**src/rtl/core/ucfd_pkg.sv**
```systemverilog
// Shared types and constants for the unstuffing frame deserialiser.
// Beat structs, escape codes, status codes and frame limits.
// No dependencies.
package ucfd_pkg;

  // Escape handling
  localparam logic [7:0] ESC_BYTE  = 8'h7D;
  localparam logic [7:0] ESC_FLAG  = 8'h5E;
  localparam logic [7:0] ESC_ESC   = 8'h5D;
  localparam logic [7:0] FLAG_BYTE = 8'h7E;

  // Frame checks
  localparam logic [7:0] SUM_OK        = 8'hFF;
  localparam int         MIN_FRAME     = 7;
  localparam int         PAYLOAD_START = 6;
  localparam int         COUNT_BITS_DEF = 16;

  // Result kinds
  localparam logic KIND_PAYLOAD = 1'b0;
  localparam logic KIND_STATUS  = 1'b1;

  // Frame status codes
  localparam logic [1:0] ST_OK        = 2'd0;
  localparam logic [1:0] ST_ESC_ERR   = 2'd1;
  localparam logic [1:0] ST_TOO_SHORT = 2'd2;
  localparam logic [1:0] ST_SUM_ERR   = 2'd3;

  typedef struct packed {
    logic [7:0] data_byte;
    logic       frame_end;
  } in_beat_t;

  typedef struct packed {
    logic        kind;
    logic [7:0]  payload_byte;
    logic [1:0]  status;
    logic [7:0]  control_byte;
    logic [7:0]  property_byte;
    logic [31:0] object_ref;
    logic [15:0] payload_count;
  } out_beat_t;

endpackage

```
**src/rtl/core/ucfd_in_stage.sv**
```systemverilog
// Input register stage: holds one accepted beat until the frame logic takes it.
// Depends on ucfd_pkg.
module ucfd_in_stage
  import ucfd_pkg::*;
(
  input  logic     clk,
  input  logic     rst_n,
  input  logic     in_valid,
  output logic     in_ready,
  input  in_beat_t in_data,
  input  logic     advance,
  output logic     stage_valid,
  output in_beat_t stage_beat
);

  logic     valid_r, valid_nxt;
  in_beat_t beat_r;

  // Free when empty or when the held beat moves on this cycle
  assign in_ready = !valid_r || advance;

  always_comb begin
    valid_nxt = valid_r;
    if (in_ready) begin
      valid_nxt = in_valid;
    end
  end

  always_ff @(posedge clk) begin
    if (!rst_n) begin
      valid_r <= 1'b0;
    end else begin
      valid_r <= valid_nxt;
    end
  end

  // Payload, no reset
  always_ff @(posedge clk) begin
    if (in_ready && in_valid) begin
      beat_r <= in_data;
    end
  end

  assign stage_valid = valid_r;
  assign stage_beat  = beat_r;

endmodule

```
**src/rtl/core/ucfd_frame.sv**
```systemverilog
// Per-frame state: escape removal, byte sum, header capture and result build.
// Depends on ucfd_pkg.
module ucfd_frame
  import ucfd_pkg::*;
#(
  parameter int COUNT_BITS = COUNT_BITS_DEF
) (
  input  logic      clk,
  input  logic      rst_n,
  input  logic      go,
  input  in_beat_t  beat,
  output logic      res_valid,
  output out_beat_t res
);

  localparam int WW = (COUNT_BITS > 16) ? COUNT_BITS : 16;

  logic                  esc_pend_r, esc_pend_nxt;
  logic                  esc_err_r, esc_err_nxt;
  logic [COUNT_BITS-1:0] count_r, count_nxt;
  logic [7:0]            sum_r, sum_nxt;
  logic [7:0]            ctrl_r, ctrl_nxt;
  logic [7:0]            prop_r, prop_nxt;
  logic [31:0]           obj_r, obj_nxt;

  logic                  have;
  logic [7:0]            val;
  logic                  last;
  logic                  emit;
  logic [WW-1:0]         diff;
  logic [1:0]            st;

  // Escape decode, state update and result build
  always_comb begin
    last         = beat.frame_end;
    have         = 1'b0;
    val          = beat.data_byte;
    esc_pend_nxt = esc_pend_r;
    esc_err_nxt  = esc_err_r;
    count_nxt    = count_r;
    sum_nxt      = sum_r;
    ctrl_nxt     = ctrl_r;
    prop_nxt     = prop_r;
    obj_nxt      = obj_r;
    emit         = 1'b0;

    if (!esc_err_r) begin
      if (esc_pend_r) begin
        esc_pend_nxt = 1'b0;
        if (beat.data_byte == ESC_FLAG) begin
          val  = FLAG_BYTE;
          have = 1'b1;
        end else if (beat.data_byte == ESC_ESC) begin
          val  = ESC_BYTE;
          have = 1'b1;
        end else begin
          esc_err_nxt = 1'b1;
        end
      end else if (beat.data_byte == ESC_BYTE) begin
        // escape in last position is an error too
        if (last) begin
          esc_err_nxt = 1'b1;
        end else begin
          esc_pend_nxt = 1'b1;
        end
      end else begin
        have = 1'b1;
      end
    end

    if (have) begin
      if (count_r == COUNT_BITS'(0)) begin
        ctrl_nxt = val;
      end
      if (count_r == COUNT_BITS'(1)) begin
        prop_nxt = val;
      end
      for (int k = 0; k < 4; k++) begin
        if (count_r == COUNT_BITS'(k + 2)) begin
          obj_nxt[8*k +: 8] = val;
        end
      end
      sum_nxt = sum_r + val;
      if (!(&count_r)) begin
        count_nxt = count_r + COUNT_BITS'(1);
      end
      emit = !last && (count_r >= COUNT_BITS'(PAYLOAD_START));
    end

    // Frame judgement on the updated state
    if (esc_err_nxt) begin
      st = ST_ESC_ERR;
    end else if (count_nxt < COUNT_BITS'(MIN_FRAME)) begin
      st = ST_TOO_SHORT;
    end else if (sum_nxt != SUM_OK) begin
      st = ST_SUM_ERR;
    end else begin
      st = ST_OK;
    end
    diff = WW'(count_nxt) - WW'(MIN_FRAME);

    res = '0;
    if (last) begin
      res.kind   = KIND_STATUS;
      res.status = st;
      if (st == ST_OK) begin
        res.control_byte  = ctrl_nxt;
        res.property_byte = prop_nxt;
        res.object_ref    = obj_nxt;
        res.payload_count = diff[15:0];
      end
    end else begin
      res.kind         = KIND_PAYLOAD;
      res.payload_byte = val;
    end
    res_valid = go && (emit || last);
  end

  // State registers; a frame end returns everything to reset
  always_ff @(posedge clk) begin
    if (!rst_n) begin
      esc_pend_r <= 1'b0;
      esc_err_r  <= 1'b0;
      count_r    <= '0;
      sum_r      <= '0;
      ctrl_r     <= '0;
      prop_r     <= '0;
      obj_r      <= '0;
    end else if (go) begin
      if (last) begin
        esc_pend_r <= 1'b0;
        esc_err_r  <= 1'b0;
        count_r    <= '0;
        sum_r      <= '0;
        ctrl_r     <= '0;
        prop_r     <= '0;
        obj_r      <= '0;
      end else begin
        esc_pend_r <= esc_pend_nxt;
        esc_err_r  <= esc_err_nxt;
        count_r    <= count_nxt;
        sum_r      <= sum_nxt;
        ctrl_r     <= ctrl_nxt;
        prop_r     <= prop_nxt;
        obj_r      <= obj_nxt;
      end
    end
  end

  // Checks
  a_err_no_pend: assert property (@(posedge clk) disable iff (!rst_n)
    esc_err_r |-> !esc_pend_r)
    else $error("escape error and pending escape both set");

  a_end_clears: assert property (@(posedge clk) disable iff (!rst_n)
    go && beat.frame_end |=> (count_r == '0) && !esc_err_r && (sum_r == '0))
    else $error("frame state not cleared after frame end");

  a_count_mono: assert property (@(posedge clk) disable iff (!rst_n)
    go && !beat.frame_end |=> count_r >= $past(count_r))
    else $error("byte count fell inside a frame");

  a_status_at_end: assert property (@(posedge clk) disable iff (!rst_n)
    res_valid && (res.kind == KIND_STATUS) |-> beat.frame_end)
    else $error("status result without frame end");

  a_no_payload_after_err: assert property (@(posedge clk) disable iff (!rst_n)
    esc_err_r && go |-> !(res_valid && (res.kind == KIND_PAYLOAD)))
    else $error("payload emitted after escape error");

endmodule

```
**src/rtl/core/unstuff_checksum_frame_deserializer.sv**
```systemverilog
// Top level of the unstuffing frame deserialiser: input stage, frame logic,
// result register. Depends on ucfd_pkg, ucfd_in_stage and ucfd_frame.
//
// Takes one stuffed byte per beat and can accept a beat every clock cycle. A
// beat passes through an input register, then escape removal, sum and header
// capture, and its result (if any) is loaded into the output register.
// Each beat gives at most one result: a payload byte from de-escaped index 6
// on (never on the frame's last beat), or one status beat at frame end.
// Payload goes out before the frame is judged, so discard it when the status
// is not ok. in_ready only drops while the output register holds a result that
// has not been taken.
module unstuff_checksum_frame_deserializer
  import ucfd_pkg::*;
#(
  parameter int COUNT_BITS = COUNT_BITS_DEF
) (
  input  logic      clk,
  input  logic      rst_n,
  input  logic      in_valid,
  output logic      in_ready,
  input  in_beat_t  in_data,
  output logic      out_valid,
  input  logic      out_ready,
  output out_beat_t out_data
);

  logic      stage_valid;
  in_beat_t  stage_beat;
  logic      go;
  logic      res_valid;
  out_beat_t res;
  logic      out_valid_r, out_valid_nxt;
  out_beat_t out_data_r;

  // Input register
  ucfd_in_stage u_in (
    .clk         (clk),
    .rst_n       (rst_n),
    .in_valid    (in_valid),
    .in_ready    (in_ready),
    .in_data     (in_data),
    .advance     (go),
    .stage_valid (stage_valid),
    .stage_beat  (stage_beat)
  );

  // Process a held beat whenever the result register is free or being drained
  assign go = stage_valid && (!out_valid_r || out_ready);

  ucfd_frame #(
    .COUNT_BITS (COUNT_BITS)
  ) u_frame (
    .clk       (clk),
    .rst_n     (rst_n),
    .go        (go),
    .beat      (stage_beat),
    .res_valid (res_valid),
    .res       (res)
  );

  // Result register
  always_comb begin
    out_valid_nxt = out_valid_r;
    if (go) begin
      out_valid_nxt = res_valid;
    end else if (out_ready) begin
      out_valid_nxt = 1'b0;
    end
  end

  always_ff @(posedge clk) begin
    if (!rst_n) begin
      out_valid_r <= 1'b0;
    end else begin
      out_valid_r <= out_valid_nxt;
    end
  end

  always_ff @(posedge clk) begin
    if (res_valid) begin
      out_data_r <= res;
    end
  end

  assign out_valid = out_valid_r;
  assign out_data  = out_data_r;

endmodule

```
**config.mk**
```make
export PLATFORM = sky130hd
export DESIGN_NAME = unstuff_checksum_frame_deserializer
export DESIGN_NICKNAME = d
export VERILOG_FILES = /design/src/rtl/core/ucfd_pkg.sv /design/src/rtl/core/ucfd_in_stage.sv /design/src/rtl/core/ucfd_frame.sv /design/src/rtl/core/unstuff_checksum_frame_deserializer.sv
export SDC_FILE = /design/constraint.sdc
export NUM_CORES = 1
export LEC_CHECK = 0
export CAP_MARGIN = 20
export CORE_MARGIN = 3
export CORE_UTILIZATION = 33
export DETAILED_ROUTE_END_ITERATION = 7
export DONT_BUFFER_PORTS = 1
export PLACE_DENSITY = 0.57
export SLEW_MARGIN = 25
export SYNTH_ARGS = -nofsm -noshare
export SYNTH_HDL_FRONTEND = slang
export SYNTH_SLANG_ARGS = --single-unit
```
**constraint.sdc**
```tcl
create_clock -name clk -period 14.07 [get_ports clk]
set_input_delay 1.407 -clock clk [delete_from_list [all_inputs] [get_ports clk]]
set_output_delay 1.407 -clock clk [all_outputs]
set_load 0.05 [all_outputs]
```
# Yosys cells after proc, flatten, opt, wreduce, memory -nomap -nowiden

Index checks and enable logic that the tools add are counted.

Register bits: 160
Input bits: 13
Output and inout port bits: 77
Word-level logic and storage cells: 92

$add $sub $neg: 3
Order comparisons: 2
Equal/unequal tests: 10
Muxes and demuxes: 43
Reduce and logical (&&, ||, !) cells: 16

Operators with widths:

| kind                  | count |
|---|---|
| $mux 8                | 16 |
| $mux 32               | 2 |
| $mux 16               | 3 |
| $eq 16x2->1 const B   | 2 |
| $eq 16x3->1 const B   | 2 |
| $eq 8x7->1 const B    | 3 |
| $mux 1                | 19 |
| $add 16x1->16 const B | 1 |
| $eq 16x1->1 const B   | 1 |
| $ge 16x3->1 const B   | 1 |
| $logic_not 16->1      | 1 |
| $lt 16x3->1 const B   | 1 |
| $reduce_and 16->1     | 1 |
| $sub 16x3->16 const B | 1 |
| $add 8x8->8           | 1 |
| $ne 8x8->1 const B    | 1 |
| $mux 2                | 3 |
| $logic_and 1x1->1     | 4 |
| $reduce_and 2->1      | 2 |
| $logic_not 1->1       | 3 |
| $logic_or 1x1->1      | 3 |
| $logic_not 2->1       | 1 |
| $ne 2x2->1 const B    | 1 |
| $reduce_bool 2->1     | 1 |

# Logic depth before layout (Yosys ltp)

Word-level depth: 13
Mapped depth: 18
Gate-level depth less buffers: 14

# Cells and area by module

Synthesis repeated with hierarchy kept, for this count alone.

Cell total of the unflattened synthesis: 827
Area, all modules: 8152.8 µm²

By module, submodules not included:

| module                              | instances | cells each | area an instance (µm²) | seq. area each (µm²) |
|---|---|---|---|---|
| ucfd_frame                          | 1         | 733        | 5529.1                 | 1481.4 |
| unstuff_checksum_frame_deserializer | 1         | 80         | 2296.0                 | 2272.2 |
| ucfd_in_stage                       | 1         | 14         | 327.8                  | 290.3 |

# Least setup slack after synthesis

No wires, ideal clock.

Path type: input to register
From: input out_ready
To: register out_data_r, in the netlist out_data[0] (enable)
Library setup time: 0.510 ns
Arrival time: 4.970 ns
Data required time: 13.560 ns
Slack: 8.590 ns
Cell stages on the path: 4
Path buffers: 1
Cells stage by stage: nand2b_1 -> nand2_1 -> clkbuf_1 -> nor2_1

Cells in the longest elaborated chain, start to end: 3

RTL lines:

| item                 | line                                      | RTL |
|---|---|---|
| from (decl)          | unstuff_checksum_frame_deserializer.sv:23 | `input logic out_ready,` |
| $logic_or 1x1->1     | unstuff_checksum_frame_deserializer.sv:48 | `assign go = stage_valid && (!out_valid_r \|\| out_ready);` |
| $logic_and 1x1->1    | unstuff_checksum_frame_deserializer.sv:48 |  |
| $logic_and 1x1->1    | ucfd_frame.sv:116                         | `res_valid = go && (emit \|\| last);` |
| to (signal assigned) | unstuff_checksum_frame_deserializer.sv:81 | `out_data_r <= res;` |
| to (decl)            | unstuff_checksum_frame_deserializer.sv:33 | `out_beat_t out_data_r;` |

Every way passes these cells.
A chain may end at the register's enable or synchronous reset.

# Worst setup path after layout

From: register u_in.beat_r, in the netlist u_in.stage_beat[4]
To: register out_data_r, in the netlist out_data[14] (data pin)

Cells in the longest elaborated chain, start to end: 13
Elaborated cells on any way between the ends: 28
Those cells by class: add/sub (2); order compare (1); eq/ne (4); mux (19); reduce/logical (2)

RTL lines:

| item                       | line                | RTL |
|---|---|---|
| from (decl)                | ucfd_in_stage.sv:17 | `in_beat_t beat_r;` |
| from (signal assigned)     | ucfd_in_stage.sv:40 | `beat_r <= in_data;` |
| $eq 8x7->1                 | ucfd_frame.sv:53    | `end else if (beat.data_byte == ESC_ESC) begin` |
| $mux 8                     | ucfd_frame.sv:53    |  |
| $mux 8                     | ucfd_frame.sv:50    | `if (beat.data_byte == ESC_FLAG) begin` |
| $mux 8                     | ucfd_frame.sv:48    | `if (esc_pend_r) begin` |
| $mux 8                     | ucfd_frame.sv:47    | `if (!esc_err_r) begin` |
| $add 8x8->8                | ucfd_frame.sv:83    | `sum_nxt = sum_r + val;` |
| $mux 8                     | ucfd_frame.sv:71    | `if (have) begin` |
| $ne 8x8->1                 | ucfd_frame.sv:95    | `end else if (sum_nxt != SUM_OK) begin` |
| $mux 2                     | ucfd_frame.sv:95    |  |
| $mux 2                     | ucfd_frame.sv:93    | `end else if (count_nxt < COUNT_BITS'(MIN_FRAME)) begin` |
| $mux 2                     | ucfd_frame.sv:91    | `if (esc_err_nxt) begin` |
| $logic_not 2->1            | ucfd_frame.sv:106   | `if (st == ST_OK) begin` |
| $reduce_and 2->1 (no line) | --                  |  |

Parallel ways exist; a longest one is shown, timed or not.

==> flow_summary.ini <==
[status]
status = finished, final reports clean

[clock_network]
numCtsBuffers = 17
cts_resized = 0
cts_root_buffer = clkbuf_16
clk_pin_slew_worst_paths_ps = 60
htreeDepth = 4
postCtsHoldBufs = 0
post-cts-setup-buffers = 0
clkSinkCount = 160
cts_tree = built
insertion_delay_ps = 430
clockBufferDepth = 2

[global_route]
grt_start_max_net_pins = 76
gr-total-overflow = 0
grt_pass1_vias = 5803
antenna_found_initial = 6
grt_usage_pct = 16.6
grt_pass1_wl_um = 34000

[yosys]
synthAdderAreaFrac_pct = 2.27
synthSimpleGateAreaFrac_pct = 20.3
async_flop_share_pct = 0
synth_top_family_by_area = simple AND/OR/NAND/NOR gates
syn_area_um2 = 8040
synthDistinctLibCells = 68
synth_nets = 875
synth-seq-cells = 160
synth_ff_type = edfxtp_1
yosysSeqAreaShare_pct = 50.3
ys.warnings.count = 0
synthTopCellsByArea = edfxtp_1 (31%), dfxtp_1 (19%), nor2_1 (5.7%)
netlist.area_leader.share_pct = 31.4
synth_xor_xnor_area_share_pct = 2.72
yosysTopAreaCell = edfxtp_1
synthMuxAreaShare_pct = 0.903
synth_compound_area_share_pct = 18.8
synth_edf_count = 84
syn_area_per_cell_um2 = 9.48
post_synth_inst_count = 848

[drt]
first_iter_violations = 651
drt_pass1_iterations = 5
wire_per_inst_um = 19.2
finalWirelength_um = 21900
vias = 6205
drc_errors = 0
viasPerCell = 5.46
antenna_left = 0

[sta]
slew_headroom_pct = 33.1
tns_ps = 0
finalCriticalPeriod_ps = 4660
setup_viol = 0
rsz0062_at_grt = false
drv_slew = 0
setup_ws_ps = 9410
clock_skew_ps = 14.7
fmax_mhz = 215
period_share_pct = 33.1
finalHoldViolCount = 0
max_slew.worst_pin.slew_ps = 1000

[place]
place.gp.congestion = 0.870
placed_cell_area_um2 = 8150
hpwl_um = 14700
dp.cells = 1104
post-place-ws_ps = 9210
io_buffers = 0

[cells_and_area]
final_net_count = 831
design_area_um2 = 8700
area_growth_pct = 8.19
fillers = 2454
final_util_pct = 36.7
final_cells = 1137
drive_above_1_share_pct = 12.0

[setup_path]
critPathKind = register to register
cp_data_arrival_time_ps = 4770
crit_fanout = 64
cp-start-kind = register
cp.required_ps = 14180
cp-end-kind = register

[power_and_ir_drop]
p_leak_uw = 0.00278
powerDensity_nw_per_um2 = 116
peakVddDrop_mv = 0.0885

[floorplan]
die_h_um = 162
die_w_um = 162
die-area_um2 = 26300
core_um2 = 23700
ios = 90
num_rows = 56
start_util_pct = 33.9

[flow_run]
drv_cap = 0

[hold_path]
hp-class = register to register
final cells by class:
| cell class | count | area [um^2] | area share, % |
|---|---|---|---|
| clock buffers | 22 | 464 | 5.34 |
| multi-input cells | 609 | 3630 | 41.8 |
| flip-flops and latches | 160 | 4040 | 46.5 |
| inverters | 11 | 41.3 | 0.475 |
| repair buffers | 5 | 37.5 | 0.432 |
| diodes | 2 | 5.00 | 0.0576 |
| clock inverters | 9 | 73.8 | 0.849 |
| well taps | 319 | 399 | 4.59 |
worst max-delay path, stage by stage (launching register included):
cell      delay (ps)
edfxtp_1         650
and3_4           320
and4b_1          250
o21ai_4          490
nor2_1           250
xnor2_1          200
ha_1             260
nor2b_1          140
nand4_1          120
o221ai_2         180
nor3_4           380
a311o_2          230
buf_4            700
a21oi_1          150
routing by layer:
layer	global-route usage, %	wire length (um)
met1	22.8	9890
met2	25.5	9940
met3	4.69	1610
met4	5.04	363
met5	0	55
sequential cells by signal, summed over array words and instances (netlist names):
name	count
u_frame.obj_r	32
u_frame.prop_r	8
u_in.stage_valid	1
out_valid	1
u_frame.sum_r	8
u_frame.ctrl_r	8
out_data	75
u_frame.esc_pend_r	1
u_frame.count_r	16
u_in.stage_beat	9
u_frame.esc_err_r	1
cell families (layout without fill, tap and decap cells):
group	Yosys count	after routing
flip-flops	160	160
buffers and inverters	79	47
AO/OA/AOI/OAI	210	210
AND/OR/NAND/NOR	353	353
XOR/XNOR	25	25
adder cells (fa/ha/maj)	14	14
multiplexers	7	7
other	0	2
final timing paths:
check	startpoint	to	slack [ps]	cells after the start
worst max register to register	u_in.stage_beat[4]	out_data[14]	9410	13
worst min register to register	u_frame.sum_r[7]	u_frame.sum_r[7]	480	2
worst min-delay path	u_frame.sum_r[7]	u_frame.sum_r[7]	480	2
worst max-delay path	u_in.stage_beat[4]	out_data[14]	9410	13
synthesized netlist by cell type, types with 8 or more instances:
library cell,number
a22oi_1,58
nand2_1,121
ha_1,13
a21oi_1,37
o21ai_0,20
a21oi_2,45
nor2b_1,10
dfxtp_1,76
nand3_1,18
inv_1,11
clkbuf_1,43
buf_2,14
edfxtp_1,84
xor2_1,12
nor2_1,123
nand4_1,10
and2_1,11
nor4_1,8
xnor2_1,13
nor3_1,13
per-stage QoR:
step           total power, uW  hold WS (ps)
2_1_floorplan              572           446
3_3_place_gp               588           458
3_5_place_dp               588           469
4_1_cts                   1010           476
5_1_grt                   1040           523
6_report                  1010           476
layout by cell type (no fill, tap or decap), types with 7 or more instances in the layout:
cell type | synthesis | routed
nor2b_1 | 10 | 10
nor2_1 | 123 | 122
a21oi_2 | 45 | 45
edfxtp_1 | 84 | 84
o21ai_1 | 7 | 7
xnor2_1 | 13 | 13
nand4_1 | 10 | 10
and2_1 | 11 | 11
inv_1 | 11 | 10
nor3_1 | 13 | 13
clkbuf_16 | 0 | 17
a21oi_1 | 37 | 37
nand2_1 | 121 | 121
nor4_1 | 8 | 8
nand3_1 | 18 | 18
xor2_1 | 12 | 12
a22oi_1 | 58 | 58
ha_1 | 13 | 13
dfxtp_1 | 76 | 76
o21ai_0 | 20 | 20
where the power goes:
| part | total, uW | switching, uW | internal [uW] |
|---|---|---|---|
| Sequential | 532 | 32.1 | 500 |
| Clock | 428 | 191 | 237 |
| Combinational | 45.6 | 34.2 | 11.4 |
Note: power is estimated with default switching activity, not from simulation.
